### config.mk
export PLATFORM = sky130hd
export DESIGN_NAME = sla_ctrl
export DESIGN_NICKNAME = d
export VERILOG_FILES = /design/src/hdl/sla_pkg.sv /design/src/hdl/sla_ctrl.sv
export VERILOG_INCLUDE_DIRS = /design/src /design/src/hdl
export SDC_FILE = /design/constraint.sdc
export NUM_CORES = 1
export LEC_CHECK = 0
export ABC_AREA = 1
export ABC_CLOCK_PERIOD_IN_PS = 1600
export BUFFER_PORTS_ARGS = -buffer_cell sky130_fd_sc_hd__buf_2
export CAP_MARGIN = 20
export CELL_PAD_IN_SITES_DETAIL_PLACEMENT = 1
export CELL_PAD_IN_SITES_GLOBAL_PLACEMENT = 2
export CORE_MARGIN = 2
export CORE_UTILIZATION = 27
export DETAILED_ROUTE_END_ITERATION = 16
export PLACE_DENSITY_LB_ADDON = 0.05
export SYNTH_ARGS = -nofsm -noshare
export SYNTH_HDL_FRONTEND = slang
export SYNTH_SLANG_ARGS = --single-unit
### constraint.sdc
create_clock -name clk_i -period 1.6 [get_ports clk_i]
set_input_delay 0.24 -clock clk_i [delete_from_list [all_inputs] [get_ports clk_i]]
set_output_delay 0.24 -clock clk_i [all_outputs]
set_load 0.03 [all_outputs]
### src/hdl/symbol_table_address_lookup_top_defines.svh
// ----------------------------------------------------------------------------
// symbol table address lookup assertion macros
// shared assertion forms, clocked on clk_i, off while rst_ni is low
// ----------------------------------------------------------------------------
`ifndef SYMBOL_TABLE_ADDRESS_LOOKUP_TOP_DEFINES_SVH
`define SYMBOL_TABLE_ADDRESS_LOOKUP_TOP_DEFINES_SVH

// same-cycle implication
`define SLA_ASSERT_NOW(lbl, ante, cons, msg) \
  lbl: assert property (@(posedge clk_i) disable iff (!rst_ni) (ante) |-> (cons)) \
    else $error(msg);

// next-cycle implication
`define SLA_ASSERT_NEXT(lbl, ante, cons, msg) \
  lbl: assert property (@(posedge clk_i) disable iff (!rst_ni) (ante) |=> (cons)) \
    else $error(msg);

`endif

### src/hdl/sla_pkg.sv
// ----------------------------------------------------------------------------
// sla_pkg
// shared types and constants of the symbol table address lookup
// ----------------------------------------------------------------------------
package sla_pkg;

  localparam int unsigned EntryW = 88;

  typedef struct packed {
    logic [7:0]  kind;
    logic [15:0] desc;
    logic [31:0] value;
    logic [31:0] strx;
  } sym_entry_t;

  typedef enum logic [1:0] {
    ST_FOUND   = 2'd0,
    ST_BAD_STR = 2'd1,
    ST_NO_FILE = 2'd2,
    ST_NO_LINE = 2'd3
  } status_e;

  typedef enum logic [2:0] {
    CFG_ENTRY_COUNT = 3'd0,
    CFG_STR_SIZE    = 3'd1,
    CFG_STR_OK      = 3'd2,
    CFG_FILE_CODE   = 3'd3,
    CFG_FUNC_CODE   = 3'd4,
    CFG_LINE_CODE   = 3'd5,
    CFG_INCL_CODE   = 3'd6,
    CFG_PARAM_CODE  = 3'd7
  } cfg_idx_e;

  localparam logic [7:0] FileCodeRst  = 8'd100;
  localparam logic [7:0] FuncCodeRst  = 8'd36;
  localparam logic [7:0] LineCodeRst  = 8'd68;
  localparam logic [7:0] InclCodeRst  = 8'd132;
  localparam logic [7:0] ParamCodeRst = 8'd160;

  typedef enum logic [4:0] {
    OP_NONE,
    OP_WRITE,
    OP_LOAD,
    OP_FAIL_STR,
    OP_INIT_FILE,
    OP_MID,
    OP_SKIP,
    OP_RD_M,
    OP_DEC_M,
    OP_CMP,
    OP_NOHIT,
    OP_K_HI,
    OP_RD_K,
    OP_DEC_K,
    OP_SET_LO,
    OP_FAIL_FILE,
    OP_INIT_FUN,
    OP_RD_LO,
    OP_FUN_HIT,
    OP_INIT_LINE,
    OP_FAIL_LINE,
    OP_RD_HI,
    OP_LINE,
    OP_FILE_HIT,
    OP_ARG_INIT,
    OP_ARG_INC,
    OP_PUBLISH
  } op_e;

  typedef struct packed {
    logic str_ok;
    logic l_le_r;
    logic m_lt_l;
    logic kind_eq_type;
    logic hit;
    logic k_gt_lo;
    logic lo_is_zero;
    logic lo_le_hi;
    logic k_ge_lfile;
    logic bk_match;
    logic arg_ok;
    logic k_lt_rfun;
    logic kind_is_param;
    logic out_busy;
  } dp_status_t;

endpackage

### src/hdl/sla_ctrl.sv
// ----------------------------------------------------------------------------
// sla_ctrl
// lookup sequencer: three typed searches, file scan-back, parameter count
// ----------------------------------------------------------------------------
`include "symbol_table_address_lookup_top_defines.svh"

module sla_ctrl import sla_pkg::*; (
  input  logic       clk_i,
  input  logic       rst_ni,
  input  logic       req_valid_i,
  input  logic       req_type_i,
  output logic       req_ready_o,
  input  dp_status_t status_i,
  output op_e        op_o
);

  typedef enum logic [17:0] {
    S_IDLE    = 18'b000000000000000001,
    S_START   = 18'b000000000000000010,
    S_LOOP    = 18'b000000000000000100,
    S_SCAN    = 18'b000000000000001000,
    S_SCAN_W  = 18'b000000000000010000,
    S_FIN     = 18'b000000000000100000,
    S_FK      = 18'b000000000001000000,
    S_FK_W    = 18'b000000000010000000,
    S_POST    = 18'b000000000100000000,
    S_FUN_W   = 18'b000000001000000000,
    S_LN_W    = 18'b000000010000000000,
    S_BK      = 18'b000000100000000000,
    S_BK_W    = 18'b000001000000000000,
    S_ARGS    = 18'b000010000000000000,
    S_AR      = 18'b000100000000000000,
    S_AR_W    = 18'b001000000000000000,
    S_OUT     = 18'b010000000000000000,
    S_SPARE   = 18'b100000000000000000
  } state_e;

  typedef enum logic [1:0] {
    PH_FILE,
    PH_FUN,
    PH_LINE
  } phase_e;

  state_e state_q, state_d;
  phase_e phase_q, phase_d;

  assign req_ready_o = (state_q == S_IDLE);

  always_comb begin
    state_d = state_q;
    phase_d = phase_q;
    op_o    = OP_NONE;
    case (state_q)
      S_IDLE: begin
        if (req_valid_i) begin
          if (req_type_i) begin
            op_o    = OP_LOAD;
            state_d = S_START;
          end else begin
            op_o = OP_WRITE;
          end
        end
      end
      S_START: begin
        if (!status_i.str_ok) begin
          op_o    = OP_FAIL_STR;
          state_d = S_OUT;
        end else begin
          op_o    = OP_INIT_FILE;
          phase_d = PH_FILE;
          state_d = S_LOOP;
        end
      end
      S_LOOP: begin
        if (status_i.l_le_r) begin
          op_o    = OP_MID;
          state_d = S_SCAN;
        end else begin
          state_d = S_FIN;
        end
      end
      S_SCAN: begin
        if (status_i.m_lt_l) begin
          op_o    = OP_SKIP;
          state_d = S_LOOP;
        end else begin
          op_o    = OP_RD_M;
          state_d = S_SCAN_W;
        end
      end
      S_SCAN_W: begin
        if (status_i.kind_eq_type) begin
          op_o    = OP_CMP;
          state_d = S_LOOP;
        end else begin
          op_o    = OP_DEC_M;
          state_d = S_SCAN;
        end
      end
      S_FIN: begin
        if (status_i.hit) begin
          op_o    = OP_K_HI;
          state_d = S_FK;
        end else begin
          op_o    = OP_NOHIT;
          state_d = S_POST;
        end
      end
      S_FK: begin
        if (status_i.k_gt_lo) begin
          op_o    = OP_RD_K;
          state_d = S_FK_W;
        end else begin
          op_o    = OP_SET_LO;
          state_d = S_POST;
        end
      end
      S_FK_W: begin
        if (status_i.kind_eq_type) begin
          op_o    = OP_SET_LO;
          state_d = S_POST;
        end else begin
          op_o    = OP_DEC_K;
          state_d = S_FK;
        end
      end
      S_POST: begin
        case (phase_q)
          PH_FILE: begin
            if (status_i.lo_is_zero) begin
              op_o    = OP_FAIL_FILE;
              state_d = S_OUT;
            end else begin
              op_o    = OP_INIT_FUN;
              phase_d = PH_FUN;
              state_d = S_LOOP;
            end
          end
          PH_FUN: begin
            if (status_i.lo_le_hi) begin
              op_o    = OP_RD_LO;
              state_d = S_FUN_W;
            end else begin
              op_o    = OP_INIT_LINE;
              phase_d = PH_LINE;
              state_d = S_LOOP;
            end
          end
          default: begin
            if (status_i.lo_le_hi) begin
              op_o    = OP_RD_HI;
              state_d = S_LN_W;
            end else begin
              op_o    = OP_FAIL_LINE;
              state_d = S_OUT;
            end
          end
        endcase
      end
      S_FUN_W: begin
        op_o    = OP_FUN_HIT;
        phase_d = PH_LINE;
        state_d = S_LOOP;
      end
      S_LN_W: begin
        op_o    = OP_LINE;
        state_d = S_BK;
      end
      S_BK: begin
        if (status_i.k_ge_lfile) begin
          op_o    = OP_RD_K;
          state_d = S_BK_W;
        end else begin
          state_d = S_ARGS;
        end
      end
      S_BK_W: begin
        if (status_i.bk_match) begin
          op_o    = OP_FILE_HIT;
          state_d = S_ARGS;
        end else begin
          op_o    = OP_DEC_K;
          state_d = S_BK;
        end
      end
      S_ARGS: begin
        if (status_i.arg_ok) begin
          op_o    = OP_ARG_INIT;
          state_d = S_AR;
        end else begin
          state_d = S_OUT;
        end
      end
      S_AR: begin
        if (status_i.k_lt_rfun) begin
          op_o    = OP_RD_K;
          state_d = S_AR_W;
        end else begin
          state_d = S_OUT;
        end
      end
      S_AR_W: begin
        if (status_i.kind_is_param) begin
          op_o    = OP_ARG_INC;
          state_d = S_AR;
        end else begin
          state_d = S_OUT;
        end
      end
      S_OUT: begin
        if (!status_i.out_busy) begin
          op_o    = OP_PUBLISH;
          state_d = S_IDLE;
        end
      end
      default: state_d = S_IDLE;
    endcase
  end

  always_ff @(posedge clk_i or negedge rst_ni) begin
    if (!rst_ni) begin
      state_q <= S_IDLE;
      phase_q <= PH_FILE;
    end else begin
      state_q <= state_d;
      phase_q <= phase_d;
    end
  end

  `SLA_ASSERT_NEXT(a_query_starts, req_valid_i && req_ready_o && req_type_i, state_q == S_START, "query did not start")
  `SLA_ASSERT_NOW(a_scan_after_read, state_q == S_SCAN_W, $past(state_q) == S_SCAN, "scan wait without read")
  `SLA_ASSERT_NEXT(a_publish_valid, op_o == OP_PUBLISH, status_i.out_busy || state_q == S_IDLE, "publish lost")

endmodule

### Word level (Yosys, flattened, before mapping)

Index checks and enable logic that the tools add are counted.

* flip-flop bits (word level): 20
* bits of input ports: 18
* output and inout bits: 6
* word-level logic and storage cells: 76

* equality and inequality tests: 25
* mux-type cells: 45
* reductions and logical operators: 4

Operators by type and width (count)
* case mux 18 bit (17 select lines): 1
* 2-to-1 mux 17 bit: 6
* case mux 5 bit (17 select lines): 1
* 2-to-1 mux 18 bit: 3
* case mux 18 bit (2 select lines): 1
* 2-to-1 mux 5 bit: 6
* 2-to-1 mux 14 bit: 2
* 2-to-1 mux 9 bit: 3
* equality test 18 x 1 -> 1 bit, second input constant: 1
* equality test 18 x 10 -> 1 bit, second input constant: 1
* equality test 18 x 11 -> 1 bit, second input constant: 1
* equality test 18 x 12 -> 1 bit, second input constant: 1
* equality test 18 x 13 -> 1 bit, second input constant: 1
* equality test 18 x 14 -> 1 bit, second input constant: 1
* equality test 18 x 15 -> 1 bit, second input constant: 1
* equality test 18 x 16 -> 1 bit, second input constant: 1
* equality test 18 x 17 -> 1 bit, second input constant: 1
* equality test 18 x 2 -> 1 bit, second input constant: 1
* equality test 18 x 3 -> 1 bit, second input constant: 1
* equality test 18 x 4 -> 1 bit, second input constant: 1
* equality test 18 x 5 -> 1 bit, second input constant: 1
* equality test 18 x 6 -> 1 bit, second input constant: 1
* equality test 18 x 7 -> 1 bit, second input constant: 1
* equality test 18 x 8 -> 1 bit, second input constant: 1
* other kinds (17): 35

### Depth between registers and ports, before layout

* depth in word-level cells: 3
* gate-level depth with buffers: 11
* gate-level depth less buffers: 11

### Worst setup path after synthesis

No wires, ideal clock.

* path kind: flip-flop to output port
* start: register state_q[4]
* end: output op_o[1]
* data arrival time: 1632 ps
* data required time: 1360 ps
* slack: -272 ps
* stages on the path, launching flop included: 10
* cells stage by stage: dfrtp_1 > nor2_2 > nand2_2 > nor2_1 > nand3_1 > inv_1 > nand3_1 > nand2_1 > nor2_1 > nand3_1

* word-level cells in the longest chain between the ends: 2

RTL lines
* start: declaration: RTL line sla_ctrl.sv:44 `state_e state_q, state_d;`
* start signal: assignment: RTL line sla_ctrl.sv:225 `state_q <= state_d;`
* equality test 18 x 1 -> 1 bit
* net req_ready_o: RTL line sla_ctrl.sv:12 `output logic req_ready_o,`
* case mux 5 bit (17 select lines): RTL line sla_ctrl.sv:53 `case (state_q)`
* end: declaration: RTL line sla_ctrl.sv:14 `output op_e op_o`

The timed path passes the listed nets, and every way through them passes these cells.

### Worst setup path after layout

* start: register state_q[3]
* end: output op_o[1]

* word-level cells in the longest chain between the ends: 2

RTL lines (RTL line)
* equality test 18 x 17 -> 1 bit, or another cell as far along: sla_ctrl.sv:53
* case mux 5 bit (17 select lines) (*): sla_ctrl.sv:53

Every way passes the cells marked *; elsewhere a longest branch is shown, timed or not.

==> flow_metrics.env <==
export IMPL_place_hpwl_um=4670
export IMPL_nFillCells=698
export IMPL_root_buffer="clkbuf_8"
export IMPL_layout_setup_ws_ns=-0.5055
export IMPL_syn_nets=253
export IMPL_cts_sinks=19
export IMPL_pin_count=24
export IMPL_initial_core_util_pct=27.81
export IMPL_violations="setup timing"
export IMPL_drtIter0Drc=43
export IMPL_clk_pin_slew_ns=0.08
export IMPL_hold_path_class="input pin to flip-flop"
export IMPL_synthTopCellsByArea="dfrtp_1 (29%), nand2_1 (12%), inv_1 (9.8%), nor2_1 (9.1%), nand3_1 (7.5%)"
export IMPL_cts_tree="built"
export IMPL_relSlewSlack_pct=68.22
export IMPL_yosys_most_used_dff="dfrtp_1"
export IMPL_grtUsageTotal_pct=19.91
export IMPL_wl_per_cell_um=14.99
export IMPL_regArea_um2=476.7
export IMPL_avgSynthCellArea_um2=6.517
export IMPL_die_y_um=79.32
export IMPL_grt_max_degree=20
export IMPL_peakVddDrop_v=0.0004850
export IMPL_gp_congestion=0.7948
export IMPL_arrival_ns=1.87
export IMPL_viasPerCell=4.585
export IMPL_first_pass_iters=7
export IMPL_cts_buffers=3
export IMPL_setup_violations=11
export IMPL_io_buffers=23
export IMPL_slew_violations=0
export IMPL_grt_pass1_vias=2008
export IMPL_synth_area_um2=1531
export IMPL_cp_max_fo=5
export IMPL_htreeDepth=1
export IMPL_fin_crit_ns=2.105
export IMPL_fp_dieW_um=79.32
export IMPL_remaining_drc_errors=0
export IMPL_coreArea_um2=5507
export IMPL_drive_gt1_share_pct=55.62
export IMPL_tightest_slew_ns=0.4767
export IMPL_fin_cells=410
export IMPL_grt_pass1_wl_um=9549
export IMPL_grt_overflow_total=0
export IMPL_fin_nets=357
export IMPL_dp_cells=388
export IMPL_rsz0062_at_grt="true"
export IMPL_synth_warnings=0
export IMPL_drv_cap=0
export IMPL_min_period_over_period_pct=131.6
export IMPL_yosys_area_top_type="dfrtp_1"
export IMPL_ys_types=30
export IMPL_antenna_left=0
export IMPL_synth_seq_area_share_pct=31.13
export IMPL_start_kind="flip-flop"
export IMPL_area_growth_synth_to_final_pct=84.07
export IMPL_synth_edf_count=0
export IMPL_synth_seq_cells=19
export IMPL_clk_latency_ns=0.26
export IMPL_wirelength_um=6147
export IMPL_num_rows=27
export IMPL_p_leak_uw=0.001456
export IMPL_pwr_density_cell_nw_per_um2=685.0
export IMPL_ys_async_sr_fraction_pct=100.0
export IMPL_hold_violations=0
export IMPL_syn_inst=235
export IMPL_vias=1880
export IMPL_diodes=0
export IMPL_antenna_found_initial=0
export IMPL_dieArea_um2=6291
export IMPL_max_freq_mhz=475.0
export IMPL_critPathKind="flip-flop to primary output"
export IMPL_clockBufferDepth=2
export IMPL_cp_end_kind="primary output"
export IMPL_required_ns=1.36
export IMPL_status="finished, violations left"
export IMPL_tns_ns=-3.562
export IMPL_skew_ns=0.003279
export IMPL_multi_input_area_um2=1227
export IMPL_synth_top_area_share_pct=29.41
## worst max-delay path, cell delays in order, from the launching register on
cell and delay, ns:
dfrtp_1 0.41, nor2_4 0.16, nand2_4 0.12, nor2_8 0.21, nand3_4 0.13, buf_12 0.15, nor2_4 0.12, a21oi_2 0.07
nand3_2 0.09, buf_6 0.13
## logic make-up (layout without fill, tap and decap cells)
family	Yosys count	in the layout	share of synthesized area [%]
AOI/OAI and AO/OA	25	25	9.804
buffers and inverters	46	148	11.36
DFF	19	19	31.13
and+or+nand+nor	145	146	47.71
## final timing paths
kind / startpoint / to / slack (ns) / cells after the start
max: state_q[3] / op_o[1] / -0.51 / 9
max in group asynchronous: rst_ni / state_q[0] / 0.78 / 2
min reg2reg: phase_q[0] / phase_q[0] / 0.60 / 3
min in group asynchronous: rst_ni / phase_q[0] / 0.47 / 2
min: status_i[12] / state_q[5] / 0.15 / 2
max reg2reg: state_q[3] / phase_q[1] / -0.31 / 13
## placed cells by master, fill, tap and decap left out, types with 4 or more instances in the layout
master and n:
nand3_1 14, buf_4 59, o21ai_1 4, buf_6 20
inv_2 7, dfrtp_1 18, nor2_1 22, nand4_1 8
nand3_2 7, nor2_2 9, nand3_4 5, nor2_4 17
nand2_4 6, buf_2 17, nand2_1 35, nand2_2 14
inv_1 35
## state kept, by name, indices dropped and copies added, names as in the netlist
register and flops:
state_q 17, phase_q 2
## what timing repair did
item                                    CTS  global route
endpoints found under the hold margin    18             0
cloned                                    1             0
pin swaps                                22            27
setup buffers                            13            10
endpoints found under the setup margin   10            16
gates resized for setup                  49            57
hold buffers                              1             0
## through the flow
stage	utilization (%)	setup slack, ns	cell area, um2	power [uW]	hold WS (ns)
6_report	51.19	-0.5055	2819	1931	0.1528
5_1_grt	51.19	-0.5915	2819	2050	0.1583
4_1_cts	47.03	-0.4821	2590	1824	0.1394
3_5_place_dp	40.45	-0.3786	2227	1348	0.2296
3_3_place_gp	40.45	-0.3475	2227	1340	0.2142
2_1_floorplan	-	-0.05530	1574	1012	-0.05559
## metal layers
| metal | global-route usage [%] | vias up | wire [um] |
|---|---|---|---|
| li1 | - | 958 | - |
| met3 | 1.932 | 6 | 100 |
| met1 | 25.58 | 896 | 2750 |
| met5 | 0 | - | 0 |
| met2 | 35.93 | 20 | 3238 |
| met4 | 4.483 | 0 | 57 |
## area by class of cell
cell class	count	area share, %
Sequential cell	19	16.91
Timing Repair Buffer	99	28.50
Tap cell	72	3.196
Multi-Input combinational cell	171	43.54
Inverter	45	6.258
Clock buffer	4	1.598
## synthesized netlist by cell type, types with 3 or more instances
| cell | instances |
|---|---|
| a21oi_1 | 5 |
| dfrtp_1 | 18 |
| inv_1 | 40 |
| inv_2 | 5 |
| nand2_1 | 49 |
| nand2_2 | 4 |
| nand3_1 | 23 |
| nand4_1 | 8 |
| nor2_1 | 37 |
| nor2_2 | 6 |
| nor2_4 | 4 |
| nor3_1 | 4 |
| o21ai_0 | 8 |
| o21ai_1 | 3 |
| o22ai_1 | 3 |
## report_power, final
group | switching (uW) | internal (uW)
combinational | 591 | 435
sequential | 27.3 | 523
clock | 177 | 177
total | 795 | 1140
No activity file was read; power rests on OpenSTA's default activity.
